### config.mk
export PLATFORM = sky130hd
export DESIGN_NAME = vptw_front
export DESIGN_NICKNAME = d
export VERILOG_FILES = /design/src/sv/vptw_pkg.sv /design/src/sv/vptw_front.sv
export SDC_FILE = /design/constraint.sdc
export NUM_CORES = 1
export LEC_CHECK = 0
export BUFFER_PORTS_ARGS = -buffer_cell sky130_fd_sc_hd__buf_2
export CAP_MARGIN = 20
export CELL_PAD_IN_SITES_DETAIL_PLACEMENT = 1
export CELL_PAD_IN_SITES_GLOBAL_PLACEMENT = 2
export CORE_UTILIZATION = 37
export CTS_CLUSTER_SIZE = 16
export DETAILED_ROUTE_END_ITERATION = 8
export PLACE_DENSITY_LB_ADDON = 0.1
export SLEW_MARGIN = 20
export SYNTH_ARGS = -nofsm -noshare
export SYNTH_HDL_FRONTEND = slang
export SYNTH_SLANG_ARGS = --single-unit
export TNS_END_PERCENT = 5
### constraint.sdc
create_clock -name clock -period 22.5 [get_ports clock]
set_input_delay 0 -clock clock [delete_from_list [all_inputs] [get_ports clock]]
set_output_delay 0 -clock clock [all_outputs]
set_load 0.005 [all_outputs]
### src/sv/vptw_pkg.sv
// shared types and constants for the vertex projection block
`default_nettype none
package vptw_pkg;
   localparam int FracBits = 16;

   typedef enum logic [1:0] {
      ACT_LOAD_MODEL = 2'd0,
      ACT_LOAD_PROJ  = 2'd1,
      ACT_PROJECT    = 2'd2,
      ACT_NONE       = 2'd3
   } action_type;

   typedef enum logic [1:0] {
      CSR_ORIGIN_X = 2'd0,
      CSR_ORIGIN_Y = 2'd1,
      CSR_WIDTH    = 2'd2,
      CSR_HEIGHT   = 2'd3
   } csr_index_type;

   typedef struct packed {
      logic [1:0]  action;
      logic [3:0]  element_index;
      logic signed [31:0] element_value;
      logic signed [31:0] point_x;
      logic signed [31:0] point_y;
      logic signed [31:0] point_z;
   } req_type;

   typedef struct packed {
      logic signed [31:0] window_x;
      logic signed [31:0] window_y;
      logic signed [31:0] window_depth;
      logic               w_was_zero;
   } rsp_type;

   typedef struct packed {
      logic signed [31:0] x;
      logic signed [31:0] y;
      logic signed [31:0] z;
   } point_type;

   typedef enum logic [3:0] {
      ST_IDLE,
      ST_MODEL,
      ST_PROJ,
      ST_DIV,
      ST_SCALE,
      ST_VIEW,
      ST_OUT
   } state_type;

   function automatic logic signed [31:0] sat32(input logic signed [71:0] v);
      logic signed [71:0] hi;
      logic signed [71:0] lo;
      hi = 72'sd2147483647;
      lo = -72'sd2147483648;
      if (v > hi) sat32 = 32'sh7fffffff;
      else if (v < lo) sat32 = 32'sh80000000;
      else sat32 = v[31:0];
   endfunction
endpackage
`default_nettype wire

### src/sv/vptw_front.sv
// front end: classifies beats, loads matrices, queues points
`default_nettype none
module vptw_front import vptw_pkg::*; (
   input  wire logic    clock,
   input  wire logic    reset,
   input  wire logic    req_valid,
   output logic         req_ready,
   input  wire req_type req_data,
   output logic         mat_we,
   output logic         mat_sel,
   output logic [3:0]   mat_addr,
   output logic [31:0]  mat_data,
   output logic         q_valid,
   input  wire logic    q_ready,
   output point_type    q_data
);
   // two entry point queue
   point_type q_ff [2];
   logic [1:0] cnt_ff, cnt_in;
   logic rd_ff, rd_in, wr_ff, wr_in;
   logic acc, is_pt, pop;

   // loads wait until queue drains so points see matrices in order
   assign req_ready = (req_data.action == ACT_PROJECT) ? (cnt_ff != 2'd2)
                                                       : (cnt_ff == 2'd0 && q_ready);
   assign acc   = req_valid && req_ready;
   assign is_pt = acc && req_data.action == ACT_PROJECT;
   assign pop   = q_valid && q_ready;
   assign mat_we   = acc && (req_data.action == ACT_LOAD_MODEL ||
                             req_data.action == ACT_LOAD_PROJ);
   assign mat_sel  = req_data.action == ACT_LOAD_PROJ;
   assign mat_addr = req_data.element_index;
   assign mat_data = req_data.element_value;
   assign q_valid  = cnt_ff != 2'd0;
   assign q_data   = q_ff[rd_ff];

   always_comb begin
      cnt_in = cnt_ff + {1'b0, is_pt} - {1'b0, pop};
      rd_in  = rd_ff ^ pop;
      wr_in  = wr_ff ^ is_pt;
   end

   always_ff @(posedge clock) begin
      if (reset) begin
         cnt_ff <= '0;
         rd_ff  <= 1'b0;
         wr_ff  <= 1'b0;
      end else begin
         cnt_ff <= cnt_in;
         rd_ff  <= rd_in;
         wr_ff  <= wr_in;
      end
      if (is_pt) q_ff[wr_ff] <= '{x: req_data.point_x, y: req_data.point_y,
                                   z: req_data.point_z};
   end
endmodule
`default_nettype wire

Word-level counts from Yosys, hierarchy flattened --
Memory sizes are Yosys's and may differ from the RTL's. A register that Yosys moved wholly into a read port is not among the register bits. Cells that the tools add are included.
Word-level totals: register bits 4, RAM bits 192, input port bits 138, output and inout bits 136, word-level logic and storage cells 24, memories kept 1
Memories:
- q_ff | words 2, width 96, rd ports 1, clocked after memory_dff 1, wr ports 1, line vptw_front.sv:18 | point_type q_ff [2];
Cells by class: add/subtract/negate cells 2, eq/ne operators 3, mux-type cells 4, bitwise operators 2, reductions and logical operators 9
Operator list (number):
- logical AND 1 bit | 5
- zero test 2 bit | 2
- two-way mux 1 bit | 4
- adder 2 x 1 -> 2 bit | 1
- == test 2 x 1 -> 1 bit, second input constant | 1
- == test 2 bit, second input constant | 1
- != test 2 bit, second input constant | 1
- nonzero test 2 bit | 1
- subtractor 2 x 1 -> 2 bit | 1
- XOR 1 bit | 2
- logical OR 1 bit | 1

Logic depth before layout (Yosys ltp) --
Gate-level depths: netlist of the first run.
word-level depth 7, gate-level depth with buffers 6, depth with buffers taken out 6

Worst setup path after synthesis of the first run --
OpenSTA, ideal clock, no wires.
path type flip-flop to flip-flop, start register cnt_ff[0], end memory q_ff[1][0] (netlist name), enable pin, setup time 668 ps, arrival time 7134 ps, required time 21832 ps, slack 14697 ps, cell stages (with the launch flop) 3, path buffers 0, period minus slack after synthesis 7803 ps, cells stage by stage dfxtp_1 and2b_1 nor3_1
On the way: longest elaborated chain between the ends 7, elaborated cells on any way between the ends 8, classes of those cells 1 x eq/ne; 3 x mux; 4 x reduce/logical
Ends and longest elaborated chain:
- from (decl) | line vptw_front.sv:19 | logic [1:0] cnt_ff, cnt_in;
- from (signal assigned) | line vptw_front.sv:49 | cnt_ff <= cnt_in;
- zero test 2 bit | line vptw_front.sv:25 | : (cnt_ff == 2'd0 && q_ready);
- logical AND 1 bit | line vptw_front.sv:25
- two-way mux 1 bit * | line vptw_front.sv:24 | assign req_ready = (req_data.action == ACT_PROJECT) ? (cnt_ff != 2'd2)
- logical AND 1 bit * | line vptw_front.sv:26 | assign acc = req_valid && req_ready;
- logical AND 1 bit * | line vptw_front.sv:27 | assign is_pt = acc && req_data.action == ACT_PROJECT;
- two-way mux 1 bit * | line vptw_front.sv:53 | if (is_pt) q_ff[wr_ff] <= '{x: req_data.point_x, y: req_data.point_y,
- two-way mux 1 bit (implied by the code) * | line vptw_front.sv:53
- to (decl) | line vptw_front.sv:18
Mark *: on every way between the ends. The rest lies on a longest branch, timed or not.

Final worst setup path of the first run --
start register cnt_ff[0], end memory q_ff[0][26] (netlist name), enable pin
The elaborated chain is that of the path after synthesis.

==> flow_results.xml, run 1 <==
<?xml version="1.0" encoding="UTF-8"?>
<metrics>
  <group name="grt">
    <metric name="grt_pass1_wl" unit="mm">23.23</metric>
    <metric name="grt_use_met2" unit="%">25.78</metric>
    <metric name="use_met3" unit="%">5.166</metric>
    <metric name="first_global_vias" unit="">4457</metric>
    <metric name="grt_max_degree" unit="">82</metric>
    <metric name="grt.busiest_layer" unit="">met2</metric>
    <metric name="antenna_found_initial" unit="">0</metric>
    <metric name="grt_remaining_overflow" unit="">0</metric>
    <metric name="track_usage" unit="%">15.30</metric>
    <metric name="grt_util_met1" unit="%">17.75</metric>
  </group>
  <group name="yosys">
    <metric name="yosys.area.top_type" unit="">edfxtp_1</metric>
    <metric name="syn_avg_cell_area" unit="um^2">20.28</metric>
    <metric name="yosysUniqueCellTypes" unit="">25</metric>
    <metric name="synthCells" unit="">369</metric>
    <metric name="synth_warnings" unit="">0</metric>
    <metric name="ys_seq_area_share" unit="%">78.11</metric>
    <metric name="synth_nets" unit="">509</metric>
    <metric name="syn_area" unit="um^2">7483</metric>
    <metric name="postSynthRegisterBits" unit="">196</metric>
    <metric name="yosys-top-cells-area" unit="">edfxtp_1 77%, mux2_2 15%, buf_4 3.6%</metric>
    <metric name="post-synth-top-area-fraction" unit="%">77.04</metric>
  </group>
  <group name="placement">
    <metric name="portBuffers" unit="">201</metric>
    <metric name="gp_congestion" unit="">0.6973</metric>
    <metric name="dp_cells" unit="">792</metric>
    <metric name="hpwl_dp" unit="mm">9.790</metric>
  </group>
  <group name="die">
    <metric name="core_area" unit="um^2">19650</metric>
    <metric name="die_area" unit="um^2">20800</metric>
    <metric name="pin_count" unit="">274</metric>
    <metric name="die_x" unit="um">144.2</metric>
    <metric name="initial_utilization" unit="%">38.08</metric>
    <metric name="placementRows" unit="">51</metric>
    <metric name="die_h" unit="um">144.2</metric>
  </group>
  <group name="sta">
    <metric name="timing_worst_slew_pin_value" unit="ps">794.0</metric>
    <metric name="clock.fmax" unit="MHz">381.4</metric>
    <metric name="setup_total_negative_slack" unit="ps">0</metric>
    <metric name="clock-skew-final" unit="ps">6.053</metric>
    <metric name="finalCritPeriodShare" unit="%">11.65</metric>
    <metric name="finalSetupViolCount" unit="">0</metric>
    <metric name="timing.final.hold_violations" unit="">0</metric>
    <metric name="final.min_clock_period" unit="ps">2622</metric>
    <metric name="slew_headroom" unit="%">47.06</metric>
    <metric name="grt_setup_unrepaired" unit="">no</metric>
    <metric name="timing.final.max_slew_violations" unit="">0</metric>
  </group>
  <group name="power">
    <metric name="fin_total_pwr" unit="uW">800.7</metric>
    <metric name="vdd_ir_drop_max" unit="mV">0.05230</metric>
    <metric name="power.static_leakage" unit="uW">0.003733</metric>
    <metric name="p_per_area" unit="nW/um^2">79.21</metric>
  </group>
  <group name="finish">
    <metric name="insertedDiodeCount" unit="">0</metric>
    <metric name="non_filler_cells_final" unit="">922</metric>
    <metric name="layout.filler_cells" unit="">1957</metric>
    <metric name="area.growth.synth_to_final" unit="%">35.08</metric>
    <metric name="final_layout_size_suffix_gt1_share" unit="%">51.60</metric>
    <metric name="sequential_cell_area" unit="um^2">5849</metric>
    <metric name="nNetsFinal" unit="">784</metric>
    <metric name="multi_input_gate_area_in_the_final_layout" unit="um^2">1301</metric>
  </group>
  <group name="drt">
    <metric name="detail_route.wirelength" unit="mm">15.60</metric>
    <metric name="firstDrtPassIters" unit="">4</metric>
    <metric name="vias" unit="">4143</metric>
    <metric name="route.antenna.remaining_nets" unit="">0</metric>
    <metric name="wire_per_inst" unit="um">16.92</metric>
    <metric name="detailedRoute.firstIterationViolations" unit="">106</metric>
    <metric name="drcViolationCount" unit="">0</metric>
    <metric name="vias_per_cell" unit="">4.493</metric>
  </group>
  <group name="clock_tree">
    <metric name="cts_inserted_buffers" unit="">17</metric>
    <metric name="clock_transition_at_the_registers_of_the_reported_paths" unit="ps">70</metric>
    <metric name="clk_path_buf_depth" unit="">2</metric>
    <metric name="cts_root_buffer" unit="">clkbuf_16</metric>
    <metric name="clock_sinks" unit="">196</metric>
    <metric name="clk-insertion-delay-late" unit="ps">420</metric>
    <metric name="cts_htree_levels" unit="">4</metric>
    <metric name="tritoncts_clock_tree" unit="">built</metric>
  </group>
  <group name="worst_setup_path">
    <metric name="cp_data_arrival_time" unit="ps">2680</metric>
    <metric name="worst-endpoint-required" unit="ps">22560</metric>
    <metric name="timing.setup.critical_path_class" unit="">reg2reg</metric>
    <metric name="end_kind" unit="">flop</metric>
    <metric name="critPathMaxFanout" unit="">49</metric>
    <metric name="startpoint_type" unit="">flop</metric>
  </group>
  <group name="min_path">
    <metric name="hold_path.class" unit="">in2out</metric>
  </group>
  <group name="status">
    <metric name="run_status" unit="">completed</metric>
  </group>
  <group name="flow_run">
    <metric name="drv_cap" unit="">0</metric>
  </group>
</metrics>
[placed cells by master, fill, tap and decap left out]
cell type	instances
ha_1	1
nand2_1	1
nor3_1	1
a21oi_1	3
or2_2	1
dlygate4sd3_1	98
nand4b_1	1
a211oi_2	1
clkbuf_16	17
and4bb_2	1
nor3_2	1
ha_4	1
clkinv_2	4
o21ai_0	1
inv_8	1
nand2b_1	2
a21o_1	1
nor4b_1	1
buf_2	201
edfxtp_1	192
nand3b_1	1
dfxtp_4	1
inv_1	1
buf_4	3
bufinv_16	3
buf_6	1
mux2_2	97
inv_6	5
nor2b_1	3
clkinvlp_4	1
xor2_1	1
clkbuf_1	1
nor2_1	4
and2b_1	1
dfxtp_1	3
and2_1	1
[cells by family (layout without fill, tap and decap cells)]
kind of cell / Yosys count / after routing / synth area share (%)
DFF: 196 / 196 / 78.11
and+or+nand+nor: 19 / 19 / 1.572
muxes: 97 / 97 / 14.60
AOI/OAI and AO/OA: 6 / 6 / 0.5349
adders and majority gates: 2 / 2 / 0.3343
xor gates and xnor gates: 1 / 1 / 0.1171
buffers and inverters: 48 / 336 / 4.732
[final cells by class]
| class | instances | area share [%] |
|---|---|---|
| repair buffers | 303 | 19.99 |
| clock buffers | 18 | 4.246 |
| multi-input cells | 125 | 12.87 |
| flip-flops and latches | 196 | 57.87 |
| clock inverters | 14 | 1.708 |
| inverters | 1 | 0.03713 |
| well taps | 265 | 3.280 |
[per-layer routing]
metal  up-vias  part of all wire (%)
li1       1938                     -
met1      2047                    40
met2       135                    51
met3        23                   7.5
met4         0                   1.7
met5         -                     0
[state kept, by name, indices dropped and copies added (netlist names)]
signal	count
rd_ff	1
q_ff	192
cnt_ff	2
wr_ff	1
[cells in the mapped netlist]
cell	instances
a211oi_2	1
a21o_1	1
a21oi_1	3
and2_1	1
and2b_1	1
and4bb_2	1
buf_2	7
buf_4	36
buf_6	4
dfxtp_1	4
edfxtp_1	192
ha_1	2
inv_1	1
mux2_2	97
nand2_1	1
nand2b_1	2
nand3b_1	1
nand4b_1	1
nor2_1	4
nor2b_1	3
nor3_1	2
nor4b_1	1
o21ai_0	1
or2_2	1
xor2_1	1
[worst max-delay path, cell delays in order (launching register included)]
cell     delay (ps)
dfxtp_1         460
and2b_1         270
nor2_1          170
ha_4            600
buf_4           670
[worst paths after layout]
path | start | endpoint | slack, ps | cells after the start
setup reg to reg | cnt_ff[0] | q_ff[0][26] | 19880 | 4
hold reg to reg | wr_ff | wr_ff | 620 | 3
setup / recovery | cnt_ff[0] | q_ff[0][26] | 19880 | 4
hold / removal | req_data[110] | mat_data[14] | 0.002 | 0
[stage by stage]
stage | util (%) | cell area, um^2 | setup slack [ps] | hold slack [ps]
after floorplan | - | 7483 | 14700 | 30.23
after global placement | 43.36 | 8522 | 19850 | 0.03458
after detailed placement | 43.36 | 8522 | 19810 | 0.03458
after CTS | 51.41 | 10100 | 19800 | 0.03458
after global routing | 51.43 | 10110 | 19670 | 0.008394
final | 51.43 | 10110 | 19880 | 0.002262
[power breakdown]
part / internal [uW] / switching, uW
clock: 177 / 132
sequential: 410 / 3.52
combinational: 45.8 / 33.1
total: 633 / 168
[what timing repair did]
action,CTS,global route
resized for setup,0,0
setup endpoints to repair,0,0
setup buffers,0,0
endpoints found under the hold margin,196,0
hold buffers,98,0
(Power assumes the default switching activity.)
==> run 2, diff against run 1 <==
--- a/config.mk
+++ b/config.mk
@@ -5,11 +5,12 @@
 export SDC_FILE = /design/constraint.sdc
 export NUM_CORES = 1
 export LEC_CHECK = 0
+export ABC_AREA = 1
 export BUFFER_PORTS_ARGS = -buffer_cell sky130_fd_sc_hd__buf_2
 export CAP_MARGIN = 20
 export CELL_PAD_IN_SITES_DETAIL_PLACEMENT = 1
 export CELL_PAD_IN_SITES_GLOBAL_PLACEMENT = 2
-export CORE_UTILIZATION = 37
+export CORE_UTILIZATION = 28
 export CTS_CLUSTER_SIZE = 16
 export DETAILED_ROUTE_END_ITERATION = 8
 export PLACE_DENSITY_LB_ADDON = 0.1
==> constraint.sdc (replaced) <==
create_clock -name clock -period 2.1 [get_ports clock]
set_input_delay 0 -clock clock [delete_from_list [all_inputs] [get_ports clock]]
set_output_delay 0 -clock clock [all_outputs]
set_load 0.005 [all_outputs]
==> run 2 against run 1 <==
Compared with the run above: the flow now finishes with violations (design-rule violations); via count increased by 19%; synthesized cell count grew 56%; sequential share of layout area down 0.67 points; clock power rose to 10 times the previous value; setup slack lost 19000 ps; count of clock-buffer cells in the layout fell by 1; flip-flop and latch count unchanged; clock skew rose by 7.4 ps; global-route usage is 1.8 points lower; register-to-register slack got worse by 19000 ps; worst hold slack barely moved; critical path type unchanged; critical endpoint is now q_ff[0][15].
==> flow_results.xml, run 2 <==
<?xml version="1.0" encoding="UTF-8"?>
<metrics>
  <group name="status">
    <metric name="run_status" unit="">finished with violations</metric>
    <metric name="violated_checks" unit="">design-rule violations</metric>
  </group>
  <group name="flow_run">
    <metric name="drv_cap" unit="">0</metric>
  </group>
  <group name="die">
    <metric name="pin_count" unit="">274</metric>
    <metric name="initial_utilization" unit="%">28.67</metric>
    <metric name="die_x" unit="um">165.8</metric>
    <metric name="placementRows" unit="">59</metric>
    <metric name="die_area" unit="um^2">27490</metric>
    <metric name="core_area" unit="um^2">26210</metric>
    <metric name="die_h" unit="um">165.8</metric>
  </group>
  <group name="clock_tree">
    <metric name="cts_inserted_buffers" unit="">17</metric>
    <metric name="ctsResizeCount" unit="">0</metric>
    <metric name="cts_htree_levels" unit="">4</metric>
    <metric name="clk_path_buf_depth" unit="">2</metric>
    <metric name="clock_transition_at_the_registers_of_the_reported_paths" unit="ps">70</metric>
    <metric name="clk-insertion-delay-late" unit="ps">430</metric>
    <metric name="tritoncts_clock_tree" unit="">built</metric>
    <metric name="post_cts.repair.setup_buffers" unit="">0</metric>
    <metric name="clock_sinks" unit="">196</metric>
    <metric name="cts_root_buffer" unit="">clkbuf_16</metric>
  </group>
  <group name="finish">
    <metric name="layout.filler_cells" unit="">2809</metric>
    <metric name="sequential_cell_area" unit="um^2">5851</metric>
    <metric name="finish.utilization" unit="%">39.03</metric>
    <metric name="final_layout_size_suffix_gt1_share" unit="%">28.59</metric>
    <metric name="final_common_cell" unit="">nand2_1</metric>
    <metric name="insertedDiodeCount" unit="">0</metric>
    <metric name="multi_input_gate_area_in_the_final_layout" unit="um^2">1235</metric>
    <metric name="registers.top_by_ff_count" unit="">q_ff</metric>
    <metric name="top_regs" unit="">q_ff: 192 flops, cnt_ff: 2 flops</metric>
    <metric name="leading_cell_types_in_the_layout_fill_and_taps_excluded" unit="">292 x nand2_1, 201 x buf_2, 192 x edfxtp_1</metric>
    <metric name="nNetsFinal" unit="">985</metric>
    <metric name="largest_register_ff_count" unit="">192</metric>
    <metric name="area.growth.synth_to_final" unit="%">36.14</metric>
  </group>
  <group name="grt">
    <metric name="grt_max_degree" unit="">99</metric>
    <metric name="first_global_vias" unit="">5261</metric>
    <metric name="grt_remaining_overflow" unit="">0</metric>
    <metric name="grt_pass1_wl" unit="mm">28.33</metric>
    <metric name="antenna_found_initial" unit="">0</metric>
    <metric name="track_usage" unit="%">13.47</metric>
  </group>
  <group name="power">
    <metric name="p_per_area" unit="nW/um^2">951.9</metric>
    <metric name="vdd_ir_drop_max" unit="mV">0.4514</metric>
    <metric name="fin_total_pwr" unit="uW">9737</metric>
    <metric name="power.static_leakage" unit="uW">0.004250</metric>
  </group>
  <group name="drt">
    <metric name="drcViolationCount" unit="">24</metric>
    <metric name="firstDrtPassIters" unit="">7</metric>
    <metric name="vias_per_cell" unit="">4.139</metric>
    <metric name="detail_route.wirelength" unit="mm">17.99</metric>
    <metric name="wire_per_inst" unit="um">15.09</metric>
    <metric name="route.antenna.remaining_nets" unit="">0</metric>
    <metric name="detailedRoute.firstIterationViolations" unit="">194</metric>
    <metric name="vias" unit="">4934</metric>
  </group>
  <group name="yosys">
    <metric name="synthCells" unit="">577</metric>
    <metric name="yosysUniqueCellTypes" unit="">18</metric>
    <metric name="synth-edff-count" unit="">192</metric>
    <metric name="ys_seq_area_share" unit="%">77.80</metric>
    <metric name="synth-async-reset-ratio" unit="%">0</metric>
    <metric name="synth_top_cells_by_count" unit="">292 x nand2_1, 192 x edfxtp_1, 40 x buf_4, 11 x nor2_1, 10 x inv_1</metric>
    <metric name="post-synth-top-area-fraction" unit="%">76.74</metric>
    <metric name="yosys-top-cells-area" unit="">edfxtp_1 77%, nand2_1 15%, buf_4 4.0%</metric>
    <metric name="synth_warnings" unit="">0</metric>
    <metric name="synth_nets" unit="">717</metric>
    <metric name="yosys.area.top_type" unit="">edfxtp_1</metric>
    <metric name="synthFlopType" unit="">edfxtp_1</metric>
    <metric name="syn_area" unit="um^2">7513</metric>
    <metric name="syn_avg_cell_area" unit="um^2">13.02</metric>
    <metric name="synth_most_common_cell" unit="">nand2_1</metric>
    <metric name="postSynthRegisterBits" unit="">196</metric>
  </group>
  <group name="sta">
    <metric name="clock-skew-final" unit="ps">13.43</metric>
    <metric name="timing_worst_slew_pin_value" unit="ps">489.1</metric>
    <metric name="final.min_clock_period" unit="ps">1648</metric>
    <metric name="slew_headroom" unit="%">67.40</metric>
    <metric name="grt_setup_unrepaired" unit="">no</metric>
    <metric name="finalSetupViolCount" unit="">0</metric>
    <metric name="timing.final.hold_violations" unit="">0</metric>
    <metric name="timing.final.max_slew_violations" unit="">0</metric>
    <metric name="finalCritPeriodShare" unit="%">78.48</metric>
    <metric name="setup_total_negative_slack" unit="ps">0</metric>
    <metric name="clock.fmax" unit="MHz">606.8</metric>
  </group>
  <group name="worst_setup_path">
    <metric name="reg2regPathDepth" unit="">6</metric>
    <metric name="setup.worst_path.start" unit="">cnt_ff[0]</metric>
    <metric name="worst-endpoint-required" unit="ps">2190</metric>
    <metric name="end_kind" unit="">flop</metric>
    <metric name="cp_data_arrival_time" unit="ps">1730</metric>
    <metric name="timing.setup.critical_path_class" unit="">reg2reg</metric>
    <metric name="startpoint_type" unit="">flop</metric>
    <metric name="worstSetupEndpoint" unit="">q_ff[0][15]</metric>
    <metric name="reg2reg_slack" unit="ps">450</metric>
    <metric name="reg2reg_from" unit="">cnt_ff[0]</metric>
    <metric name="critPathMaxFanout" unit="">57</metric>
    <metric name="worst_r2r_endpoint" unit="">q_ff[0][15]</metric>
  </group>
  <group name="min_path">
    <metric name="hold_path.class" unit="">in2out</metric>
  </group>
  <group name="placement">
    <metric name="hpwl_dp" unit="mm">11.16</metric>
    <metric name="gp_congestion" unit="">0.6892</metric>
    <metric name="portBuffers" unit="">201</metric>
  </group>
</metrics>
==> run 2: area by class of cell <==
type	count	share of cell area, %
clock buffers	17	4.159
clock inverters	14	1.382
inverters	11	0.4159
multi-input cells	313	12.07
flip-flops and latches	196	57.20
well taps	335	4.098
repair buffers	306	20.67
==> run 2: how the worst min path moves through the flow <==
stage | from | endpoint | slack, ps | cells past startpoint
6_report | req_data[131] | mat_addr[3] | 0.001 | 0
3_3_place_gp | req_data[109] | mat_data[13] | 0.03 | 0
5_1_grt | req_data[131] | mat_addr[3] | 0.007 | 0
3_5_place_dp | req_data[109] | mat_data[13] | 0.03 | 0
4_1_cts | req_data[109] | mat_data[13] | 0.03 | 0
2_1_floorplan | req_data[133] | mat_sel | 30 | 1
==> run 2: cells by family (layout without fill, tap and decap cells) <==
group | Yosys count | in the layout | share of synthesized area, %
compound gates | 4 | 4 | 0.2997
xor+xnor | 1 | 1 | 0.1166
fa+ha+maj | 2 | 2 | 0.3330
buf+inv | 68 | 348 | 6.028
flops | 196 | 196 | 77.80
simple gates | 306 | 306 | 15.42
==> run 2: layer usage <==
layer  GRT usage (%)  wire (um)
met1           15.32       7543
met4           4.835        277
met5               0          0
met3           3.694        871
met2           24.19       9299
==> run 2: report_power, final <==
group / internal, uW / total, uW / switching [uW]
sequential: 4470 / 4530 / 51.4
clock: 1580 / 3120 / 1540
combinational: 855 / 2090 / 1230
==> run 2: per-stage QoR <==
step / hold WS, ps / worst slack (ps) / instances / cell area (um^2)
2_1_floorplan: 31.10 / -368.4 / 577 / 7525
3_3_place_gp: 0.03458 / 480.1 / 1063 / 8681
3_5_place_dp: 0.03458 / 449.5 / 1063 / 8681
4_1_cts: 0.03458 / 428.8 / 1192 / 10230
5_1_grt: 0.007117 / 354.9 / 1192 / 10230
6_report: 0.001443 / 451.9 / 1192 / 10230
==> run 2: what timing repair did <==
item | 4_1_cts | 5_1_grt
endpoints found under the setup margin | 0 | 0
hold buffers | 98 | 0
endpoints found under the hold margin | 196 | 0
==> run 2: critical path, stage by stage, from the launching register on <==
cell and delay (ps):
dfxtp_2 360, inv_1 50, nand2_1 80, nand3_2 170, inv_1 140, ha_4 170
buf_12 310
==> run 3, diff against run 2 <==
--- a/config.mk
+++ b/config.mk
@@ -10,7 +10,7 @@
 export CAP_MARGIN = 20
 export CELL_PAD_IN_SITES_DETAIL_PLACEMENT = 1
 export CELL_PAD_IN_SITES_GLOBAL_PLACEMENT = 2
-export CORE_UTILIZATION = 28
+export CORE_UTILIZATION = 31
 export CTS_CLUSTER_SIZE = 16
 export DETAILED_ROUTE_END_ITERATION = 8
 export PLACE_DENSITY_LB_ADDON = 0.1
==> constraint.sdc (replaced) <==
create_clock -name clock -period 1.6 [get_ports clock]
set_input_delay 0 -clock clock [delete_from_list [all_inputs] [get_ports clock]]
set_output_delay 0 -clock clock [all_outputs]
set_load 0.005 [all_outputs]
==> run 3 against run 2 <==
Compared with the run above: the run now ends clean; clock power increased by 32%; sequential power increased by 32%; cell count unchanged; cell area increased by 2.3%.
==> flow_results.xml, run 3 (synthesized netlist as in run 2, its figures left out) <==
<?xml version="1.0" encoding="UTF-8"?>
<metrics>
  <group name="worst_setup_path">
    <metric name="reg2reg_slack" unit="ps">100</metric>
    <metric name="startpoint_type" unit="">flop</metric>
    <metric name="end_kind" unit="">flop</metric>
    <metric name="worstSetupEndpoint" unit="">q_ff[0][74]</metric>
    <metric name="critPathMaxFanout" unit="">19</metric>
    <metric name="setup.worst_path.start" unit="">cnt_ff[0]</metric>
    <metric name="timing.setup.critical_path_class" unit="">reg2reg</metric>
    <metric name="worst_r2r_endpoint" unit="">q_ff[0][74]</metric>
    <metric name="reg2reg_from" unit="">cnt_ff[0]</metric>
    <metric name="cp_data_arrival_time" unit="ps">1640</metric>
    <metric name="worst-endpoint-required" unit="ps">1740</metric>
    <metric name="reg2regPathDepth" unit="">7</metric>
  </group>
  <group name="clock_tree">
    <metric name="clk-insertion-delay-late" unit="ps">440</metric>
    <metric name="clock_transition_at_the_registers_of_the_reported_paths" unit="ps">70</metric>
    <metric name="clock_sinks" unit="">196</metric>
    <metric name="cts_htree_levels" unit="">4</metric>
    <metric name="cts_inserted_buffers" unit="">17</metric>
    <metric name="tritoncts_clock_tree" unit="">built</metric>
    <metric name="cts_root_buffer" unit="">clkbuf_16</metric>
    <metric name="clk_path_buf_depth" unit="">2</metric>
  </group>
  <group name="die">
    <metric name="die_area" unit="um^2">24860</metric>
    <metric name="core_area" unit="um^2">23610</metric>
    <metric name="pin_count" unit="">274</metric>
    <metric name="die_h" unit="um">157.7</metric>
    <metric name="placementRows" unit="">56</metric>
    <metric name="initial_utilization" unit="%">31.82</metric>
    <metric name="die_x" unit="um">157.7</metric>
  </group>
  <group name="finish">
    <metric name="registers.top_by_ff_count" unit="">q_ff</metric>
    <metric name="final_common_cell" unit="">nand2_1</metric>
    <metric name="final_area" unit="um^2">10470</metric>
    <metric name="area.growth.synth_to_final" unit="%">39.33</metric>
    <metric name="final_layout_size_suffix_gt1_share" unit="%">30.01</metric>
    <metric name="nNetsFinal" unit="">1000</metric>
    <metric name="top_regs" unit="">q_ff: 192 flops, cnt_ff: 2 flops</metric>
    <metric name="largest_register_ff_count" unit="">192</metric>
    <metric name="finish.utilization" unit="%">44.34</metric>
    <metric name="leading_cell_types_in_the_layout_fill_and_taps_excluded" unit="">291 x nand2_1, 201 x buf_2, 192 x edfxtp_1</metric>
    <metric name="insertedDiodeCount" unit="">0</metric>
    <metric name="non_filler_cells_final" unit="">1192</metric>
  </group>
  <group name="sta">
    <metric name="final.min_clock_period" unit="ps">1501</metric>
    <metric name="grt_setup_unrepaired" unit="">yes</metric>
    <metric name="finalCritPeriodShare" unit="%">93.82</metric>
    <metric name="setup_total_negative_slack" unit="ps">0</metric>
    <metric name="timing.hold.ws" unit="ps">0.001663</metric>
    <metric name="finalSetupViolCount" unit="">0</metric>
    <metric name="timing.final.max_slew_violations" unit="">0</metric>
    <metric name="clock-skew-final" unit="ps">11.70</metric>
    <metric name="timing_worst_slew_pin_value" unit="ps">300.8</metric>
    <metric name="clock.fmax" unit="MHz">666.2</metric>
    <metric name="slew_headroom" unit="%">79.95</metric>
    <metric name="timing.final.hold_violations" unit="">0</metric>
  </group>
  <group name="grt">
    <metric name="first_global_vias" unit="">5264</metric>
    <metric name="grt_max_degree" unit="">50</metric>
    <metric name="grt_remaining_overflow" unit="">0</metric>
    <metric name="grt_pass1_wl" unit="mm">28.23</metric>
    <metric name="antenna_found_initial" unit="">0</metric>
    <metric name="track_usage" unit="%">15.41</metric>
  </group>
  <group name="drt">
    <metric name="drcViolationCount" unit="">0</metric>
    <metric name="detail_route.wirelength" unit="mm">18.83</metric>
    <metric name="route.antenna.remaining_nets" unit="">0</metric>
    <metric name="detailedRoute.firstIterationViolations" unit="">192</metric>
    <metric name="vias" unit="">5064</metric>
    <metric name="vias_per_cell" unit="">4.248</metric>
    <metric name="firstDrtPassIters" unit="">4</metric>
    <metric name="wire_per_inst" unit="um">15.80</metric>
  </group>
  <group name="power">
    <metric name="vdd_ir_drop_max" unit="mV">0.7581</metric>
    <metric name="power.static_leakage" unit="uW">0.004370</metric>
    <metric name="p_per_area" unit="nW/um^2">1249</metric>
  </group>
  <group name="placement">
    <metric name="hpwl_dp" unit="mm">11.87</metric>
    <metric name="place_area" unit="um^2">8748</metric>
    <metric name="portBuffers" unit="">201</metric>
    <metric name="dp_cells" unit="">1052</metric>
    <metric name="gp_congestion" unit="">0.7200</metric>
  </group>
  <group name="min_path">
    <metric name="hold_path.class" unit="">in2out</metric>
  </group>
  <group name="status">
    <metric name="run_status" unit="">completed</metric>
  </group>
  <group name="flow_run">
    <metric name="drv_cap" unit="">0</metric>
  </group>
</metrics>
-- run 3: how the worst min path moves through the flow --
| stage | start | endpoint | cells after the start |
|---|---|---|---|
| after global placement | req_data[108] | mat_data[12] | 0 |
| after global routing | req_data[98] | mat_data[2] | 0 |
| after floorplan | req_data[133] | mat_sel | 1 |
| final | req_data[121] | mat_data[25] | 0 |
| after detailed placement | req_data[108] | mat_data[12] | 0 |
| after CTS | req_data[108] | mat_data[12] | 0 |
-- run 3: layout make-up --
type	instances	area, um^2
Clock buffer	18	429.2
Clock inverter	14	136.4
Fill cell	2569	13140
Inverter	11	48.80
Multi-Input combinational cell	313	1247
Sequential cell	196	5854
Tap cell	319	399.1
Timing Repair Buffer	321	2354
-- run 3: what timing repair did --
| item | 4_1_cts | 5_1_grt |
|---|---|---|
| pin swaps | 0 | 2 |
| buffers inserted | 0 | 7 |
| resized for setup | 3 | 7 |
| setup endpoints to repair | 148 | 156 |
| hold buffers | 99 | 0 |
| endpoints found under the hold margin | 196 | 0 |
| gates cloned | 1 | 1 |
-- run 3: metal layers --
| layer | up-vias | GRT usage (%) | share of wire, % |
|---|---|---|---|
| met5 | - | 0 | 0 |
| met4 | 0 | 6.750 | 2.7 |
| met3 | 43 | 4.243 | 5.6 |
| met2 | 136 | 26.77 | 51 |
| met1 | 2430 | 17.70 | 40 |
| li1 | 2455 | - | - |
-- run 3: critical path, stage by stage (launching register included) --
cell     delay [ps]
dfxtp_4         360
inv_1            50
nand2_2          80
nand3_4         120
inv_1           120
ha_4            170
buf_12          140
buf_12          170
-- run 3: report_power, final --
part / internal (uW) / total (uW) / switching [uW]
combinational: 1310 / 3000 / 1690
clock: 2080 / 4110 / 2030
sequential: 5880 / 5970 / 92.9
-- run 3: per-stage QoR --
step / setup slack [ps] / total power (uW)
CTS: 3.294 / 13260
global placement: 22.93 / 8730
floorplan: -868.4 / 7494
detailed placement: -11.33 / 8798
finish: 98.90 / 13080
global route: -22.70 / 13870
